**src/design/spi_pkg.sv**
```systemverilog
package spi_pkg;

	// field and datapath widths
	localparam int CW = 16;             // coordinate bits
	localparam int DW = CW + 1;         // difference bits
	localparam int PW = 2 * DW + 1;     // cross product bits, signed
	localparam int MW = PW - 1;         // magnitude of denominator
	localparam int TF = 24;             // parameter fraction bits
	localparam int PF = 16;             // point fraction bits
	localparam int QP = DW + PF;        // quotient bits of every divider lane
	localparam int OW = CW + PF;        // point output bits
	localparam int NL = 4;              // divider lanes
	localparam int AW = MW + QP;        // divider accumulator bits
	localparam int MRG_W = 8;

	localparam logic [MRG_W-1:0] MARGIN_RST = MRG_W'(17);

	// divider lane order
	localparam int LANE_T = 0;
	localparam int LANE_U = 1;
	localparam int LANE_X = 2;
	localparam int LANE_Y = 3;

	typedef struct packed {
		logic signed [CW-1:0] seg1_start_x;
		logic signed [CW-1:0] seg1_start_y;
		logic signed [CW-1:0] seg1_end_x;
		logic signed [CW-1:0] seg1_end_y;
		logic signed [CW-1:0] seg2_start_x;
		logic signed [CW-1:0] seg2_start_y;
		logic signed [CW-1:0] seg2_end_x;
		logic signed [CW-1:0] seg2_end_y;
	} seg_item_t;

	typedef struct packed {
		logic                 crossing;
		logic [TF:0]          frac_on_first;
		logic [TF:0]          frac_on_second;
		logic signed [OW-1:0] cross_x;
		logic signed [OW-1:0] cross_y;
	} res_item_t;

	// data that rides beside the divider
	typedef struct packed {
		logic                 ok;
		logic                 neg_x;
		logic                 neg_y;
		logic signed [CW-1:0] base_x;
		logic signed [CW-1:0] base_y;
	} side_t;

	typedef logic [NL-1:0][AW-1:0] acc_vec_t;

endpackage

```
**src/design/spi_back.sv**
```systemverilog
module spi_back
	import spi_pkg::*;
(
	input  logic             clk,
	input  logic             arst_n,
	input  logic             en,
	input  logic             in_valid,
	input  logic [MRG_W-1:0] margin,
	input  acc_vec_t         acc,
	input  side_t            side,
	output logic             out_valid,
	output res_item_t        out_item
);

	logic [TF-1:0] ft, fu;
	logic          rnz_t, rnz_u, pass_t, pass_u, cross_ok;
	logic [TF:0]   lim;
	logic [QP:0]   magx, magy;
	logic [OW-1:0] fx, fy, px, py;

	logic      vld_q;
	res_item_t item_q;

	// margin checks on the parameters
	always_comb begin
		ft    = acc[LANE_T][QP-1 -: TF];
		fu    = acc[LANE_U][QP-1 -: TF];
		rnz_t = (acc[LANE_T][QP-TF-1:0] != '0) || (acc[LANE_T][AW-1:QP] != '0);
		rnz_u = (acc[LANE_U][QP-TF-1:0] != '0) || (acc[LANE_U][AW-1:QP] != '0);
		lim   = {1'b1, TF'(0)} - (TF+1)'(margin);
		pass_t = ((ft > TF'(margin)) || ((ft == TF'(margin)) && rnz_t))
			&& ((TF+1)'(ft) < lim);
		pass_u = ((fu > TF'(margin)) || ((fu == TF'(margin)) && rnz_u))
			&& ((TF+1)'(fu) < lim);
		cross_ok = side.ok && pass_t && pass_u;
	end

	// floored crossing point per axis
	always_comb begin
		magx = (QP+1)'(acc[LANE_X][QP-1:0])
			+ (QP+1)'(acc[LANE_X][AW-1:QP] != '0);
		magy = (QP+1)'(acc[LANE_Y][QP-1:0])
			+ (QP+1)'(acc[LANE_Y][AW-1:QP] != '0);
		fx = side.neg_x ? OW'(-magx) : OW'(acc[LANE_X][QP-1:0]);
		fy = side.neg_y ? OW'(-magy) : OW'(acc[LANE_Y][QP-1:0]);
		px = {side.base_x, PF'(0)} + fx;
		py = {side.base_y, PF'(0)} + fy;
	end

	// output register
	always_ff @(posedge clk or negedge arst_n) begin
		if (!arst_n) begin
			vld_q <= 1'b0;
		end else if (en) begin
			vld_q <= in_valid;
		end
	end

	always_ff @(posedge clk) begin
		if (en) begin
			item_q.crossing       <= cross_ok;
			item_q.frac_on_first  <= cross_ok ? {1'b0, ft} : '0;
			item_q.frac_on_second <= cross_ok ? {1'b0, fu} : '0;
			item_q.cross_x        <= cross_ok ? px : '0;
			item_q.cross_y        <= cross_ok ? py : '0;
		end
	end

	assign out_valid = vld_q;
	assign out_item  = item_q;

endmodule

```
**config.mk**
```make
export PLATFORM = sky130hd
export DESIGN_NAME = spi_back
export DESIGN_NICKNAME = d
export VERILOG_FILES = /design/src/design/spi_pkg.sv /design/src/design/spi_back.sv
export SDC_FILE = /design/constraint.sdc
export NUM_CORES = 1
export LEC_CHECK = 0
export ABC_AREA = 1
export BUFFER_PORTS_ARGS = -buffer_cell sky130_fd_sc_hd__buf_2
export CAP_MARGIN = 20
export CORE_MARGIN = 3
export CORE_UTILIZATION = 30
export CTS_BUF_LIST = sky130_fd_sc_hd__clkbuf_4 sky130_fd_sc_hd__clkbuf_8 sky130_fd_sc_hd__clkbuf_16
export DETAILED_ROUTE_END_ITERATION = 6
export PLACE_DENSITY = 0.6
export SLEW_MARGIN = 20
export SYNTH_ARGS = -nofsm -noshare
export SYNTH_HDL_FRONTEND = slang
export SYNTH_SLANG_ARGS = --single-unit
```
**constraint.sdc**
```tcl
create_clock -name clk -period 0.8 [get_ports clk]
set_clock_uncertainty 0.05 [all_clocks]
set_input_delay 0.08 -clock clk [delete_from_list [all_inputs] [get_ports clk]]
set_output_delay 0.08 -clock clk [all_outputs]
set_load 0.03 [all_outputs]
```
Word-level counts from Yosys, hierarchy flattened
Index checks and enable logic that the tools add are counted.
{"block": "totals", "reg_bits": 116, "output_inout_bits": 116, "elab_cells": 39}
{"block": "classes", "addsub": 7, "magnitude_cmp": 4, "n_eq_ne": 2, "muxes": 2, "n_reduce_logical": 16}
{"cell": "34-bit nonzero test", "n": 4}
{"cell": "32-bit by 1-bit adder with 32-bit output", "n": 2}
{"cell": "32-bit adder", "n": 2}
{"cell": "32-bit two-way mux", "n": 2}
{"cell": "32-bit negation", "n": 2}
{"cell": "24-bit by 25-bit less-than comparator with 1-bit output", "n": 2}
{"cell": "24-bit by 8-bit equality test with 1-bit output", "n": 2}
{"cell": "24-bit by 8-bit greater-than comparator with 1-bit output", "n": 2}
{"cell": "25-bit by 8-bit subtractor with 25-bit output (first input constant)", "n": 1}
{"cell": "9-bit nonzero test", "n": 2}
{"cell": "1-bit logical AND", "n": 6}
{"cell": "1-bit logical OR", "n": 4}

Longest topological paths before layout
{"block": "logic_depth", "word_depth": 7, "ltp_mapped": 28, "depth_no_buf": 28}

Worst setup path before layout
Ideal clock, no wire load.
{"block": "synth_timing", "kind": "input -> register", "start": "input acc[172] (netlist bit)", "end": "register item_q (netlist bit out_item[60]), data pin", "arrival_ps": 3799, "slack_ps": -3309, "stages": 25, "path_buffers": 0, "cell_sequence": "nor4_1 nand4_1 nor4_1 ha_1 ha_1 inv_1 ha_1 inv_1 nand3_1 nand3_1 a21oi_1 o21ai_0 nand2_1 nand2_1 xnor2_1 o21ai_0 fa_1 nand3_1 nand2_1 a21oi_1 nor2_1 o21ai_0 o21ai_0 xnor2_1 nor2_4"}
{"block": "synth_via", "elab_chain_len": 5}
{"item": "start, declared", "line": "spi_back.sv:9", "rtl": "input acc_vec_t acc,"}
{"item": "34-bit nonzero test", "line": "spi_back.sv:41", "rtl": "+ (QP+1)'(acc[LANE_X][AW-1:QP] != '0);"}
{"item": "32-bit by 1-bit adder with 32-bit output", "line": "spi_back.sv:41"}
{"item": "32-bit negation", "line": "spi_back.sv:44", "rtl": "fx = side.neg_x ? OW'(-magx) : OW'(acc[LANE_X][QP-1:0]);"}
{"item": "32-bit two-way mux", "line": "spi_back.sv:44"}
{"item": "32-bit adder", "line": "spi_back.sv:46", "rtl": "px = {side.base_x, PF'(0)} + fx;"}
{"item": "end, declared", "line": "spi_back.sv:22", "rtl": "res_item_t item_q;"}
Every way passes these cells.
A chain may end at the register's enable or synchronous reset.

Worst setup path after layout
{"block": "layout_timing", "start": "input acc[177] (netlist bit)", "end": "register item_q (netlist bit out_item[61]), data pin"}
Same word-level chain as after synthesis.

==> impl_metrics.yaml <==
run_status:
  outcome: "finished with violations"
  violations: "negative hold slack, negative setup slack"
synth:
  synth_top_cell_by_area: "edfxtp_1"
  synth_seq_cells: 114
  yosysSeqAreaShare_pct: 27.4
  synth.distinct_cells: 45
  synth_top_area_share_pct: 27.2
  synthArstFlopShare_pct: 0.877
  synth_edf_count: 113
  synth_cells: 1672
  avgSynthCellArea_sq_um: 7.45
  yosys_warnings: 0
  synth_area_leaders: "edfxtp_1, ha_1, nand2_1, inv_1, nor2_4"
  ys.flop_type: "edfxtp_1"
  synthesis.area_sq_um: 12500
sta:
  setup_ws_ns: -2.92
  final.period_utilization_pct: 466
  setup_tns_ns: -242.43
  rsz0062_at_grt: "yes"
  final_max_slew_viol_count: 0
  holdWs_ns: -0.0153
  clock.fmax_mhz: 268
  period_minus_slack_ns: 3.72
  hold_violations: 2
  setup_viol: 228
routing:
  drt_pre_antenna_iters: 5
  wl_um: 51500
  vias_per_cell: 4.80
  via_count: 15000
  wire_per_inst_um: 16.5
  antenna_left: 0
  drcViolationCount: 0
  dr.first_iter.drc_count: 618
setup_path:
  reg2reg_slack_ns: -0.02
  critPathLaunch: "acc[177]"
  r2r_cells: 1
  cp_data_arrival_time_ns: 3.98
  endpoint_kind: "register"
  reg2reg_to: "out_valid$_DFFE_PN0P_"
  crit_fanout: 5
  critical_path_class: "in2reg"
  cp-start-kind: "primary input"
  regToRegStartpoint: "out_valid$_DFFE_PN0P_"
  required_ns: 1.06
  crit_end: "out_item[61]$_SDFFCE_PN0P_"
global_route:
  grt_max_degree: 33
  grt_pass1_wl_um: 78700
  grt_pass1_vias: 15700
  grtUsageTotal_pct: 22.6
  grt_overflow: 0
  grt_antenna_before_repair: 6
power_and_ir_drop:
  ir_drop_mv: 1.41
  p_leak_nw: 11.0
  power_density_nw_per_um2: 1440
cells_and_area:
  final_cell_mix: "buf_4, nand2_1, buf_2"
  final_area_sq_um: 22600
  final_nets: 3063
  syn2layout_area_growth_pct: 81.1
  drive_gt1_share_pct: 48.6
  layout_commonest_cell: "buf_4"
floorplan:
  die_height_um: 210
  num_io_pins: 431
  start_util_pct: 30.4
  dieArea_sq_um: 44000
  rows: 74
  coreArea_sq_um: 40900
  die_w_um: 210
place:
  place_hpwl_um: 39800
  dpl_cell_area_sq_um: 18700
  gp_congestion: 0.903
  io_buffers: 426
clocking:
  cts_made_buffers: 17
  cts_hold_buf: 32
  cts_tree: "done"
  ctsRootBufferMaster: "clkbuf_16"
  clock_path_buffers: 2
  clkTransAtPathRegs_ns: 0.06
  htree_levels: 4
  clock_sinks: 114
  clk_latency_ns: 0.45
run:
  drv_cap: 0
worst_hold_path:
  hold_class: "in2reg"
## registers in the layout (all words and copies together) (netlist names)
| name | flops |
|---|---|
| out_item | 113 |
| out_valid | 1 |
## worst max-delay path: stages
cell	delay, ns
buf_6	0.09
nor4_4	0.30
nand4_1	0.15
nor4_2	0.32
ha_2	0.25
ha_4	0.15
inv_4	0.05
ha_4	0.15
inv_2	0.05
nand3_2	0.09
nand3_4	0.11
a21oi_4	0.07
o21ai_2	0.19
nand2_2	0.11
nand3_2	0.08
o21ai_1	0.06
nand2_1	0.06
nand3_1	0.10
nand2_2	0.11
ha_4	0.20
buf_4	0.16
nand2_1	0.09
o21ai_0	0.09
nand2_1	0.06
nand4_1	0.18
a21o_1	0.24
or2_4	0.26
a21oi_2	0.11
## cells in the mapped netlist, drive strengths merged (12+ instances only)
master	n
ha	160
nor3	24
buf	12
a21oi	154
o21ai	85
nor2	203
nand4	28
edfxtp	113
or2	26
nand3	97
inv	255
a21o	13
xnor2	20
xor2	24
clkbuf	16
nand2	349
nor4	37
## power by group
| group | internal, W | total [W] | switching [W] |
|---|---|---|---|
| combinational | 0.00802 | 0.0165 | 0.00844 |
| clock | 0.00501 | 0.00827 | 0.00326 |
| sequential | 0.00737 | 0.00771 | 0.000339 |
| total | 0.0204 | 0.0324 | 0.0120 |
## layout make-up
class / count / area (sq um)
Tap cell: 532 / 666
Clock buffer: 19 / 440
Multi-Input combinational cell: 1276 / 9500
Sequential cell: 114 / 3420
Inverter: 255 / 983
Clock inverter: 13 / 176
Antenna cell: 2 / 5.00
Timing Repair Buffer: 922 / 7360
Fill cell: 3651 / 18400
## per-layer routing
layer | track usage (%) | vias up | routed length (um)
met5 | 0 | - | 57
met4 | 10.0 | 8 | 1930
met3 | 5.35 | 118 | 3350
met2 | 41.8 | 505 | 26500
met1 | 24.5 | 6917 | 19700
li1 | - | 7484 | -
## kinds of logic (layout without fill, tap and decap cells)
| kind of cell | count (synthesis) | count (layout) | synth area share (%) |
|---|---|---|---|
| AND/OR/NAND/NOR | 772 | 772 | 30.9 |
| adder cells (fa/ha/maj) | 162 | 162 | 16.4 |
| multiplexers | 1 | 1 | 0.0904 |
| other | 1 | 4 | 0.0301 |
| AO/OA/AOI/OAI | 295 | 295 | 12.9 |
| buffers and inverters | 283 | 1209 | 9.10 |
| XOR/XNOR | 44 | 44 | 3.09 |
| flip-flops | 114 | 114 | 27.4 |
## through the flow
stage | total power (W) | util [%] | std cells | setup WS, ns
after CTS | 0.0318 | 53.9 | 3126 | -2.78
after detailed placement | 0.0206 | 45.7 | 2999 | -3.64
final | 0.0324 | 55.1 | 3133 | -2.92
after floorplan | 0.0148 | - | 1673 | -2.97
after global placement | 0.0204 | 45.7 | 2999 | -3.58
after global routing | 0.0343 | 55.1 | 3132 | -3.11
## how the worst min path moves through the flow
stage / slack (ns) / end / start / cells after the start
2_1_floorplan: -0.27 / out_valid$_DFFE_PN0P_ / arst_n / 0
3_3_place_gp: -0.19 / out_valid$_DFFE_PN0P_ / arst_n / 1
3_5_place_dp: -0.19 / out_valid$_DFFE_PN0P_ / arst_n / 1
4_1_cts: -0.06 / out_item[47]$_SDFFCE_PN0P_ / acc[149] / 3
5_1_grt: -0.03 / out_item[47]$_SDFFCE_PN0P_ / acc[149] / 3
6_report: -0.02 / out_item[47]$_SDFFCE_PN0P_ / acc[149] / 3
## repair_timing
item | CTS | global route
buffers inserted | 63 | 17
endpoints found under the setup margin | 228 | 228
gates cloned | 8 | 0
gates resized for setup | 451 | 115
hold endpoints to repair | 35 | 2
pin swaps | 117 | 114
Note: power is estimated with default switching activity, not from simulation.
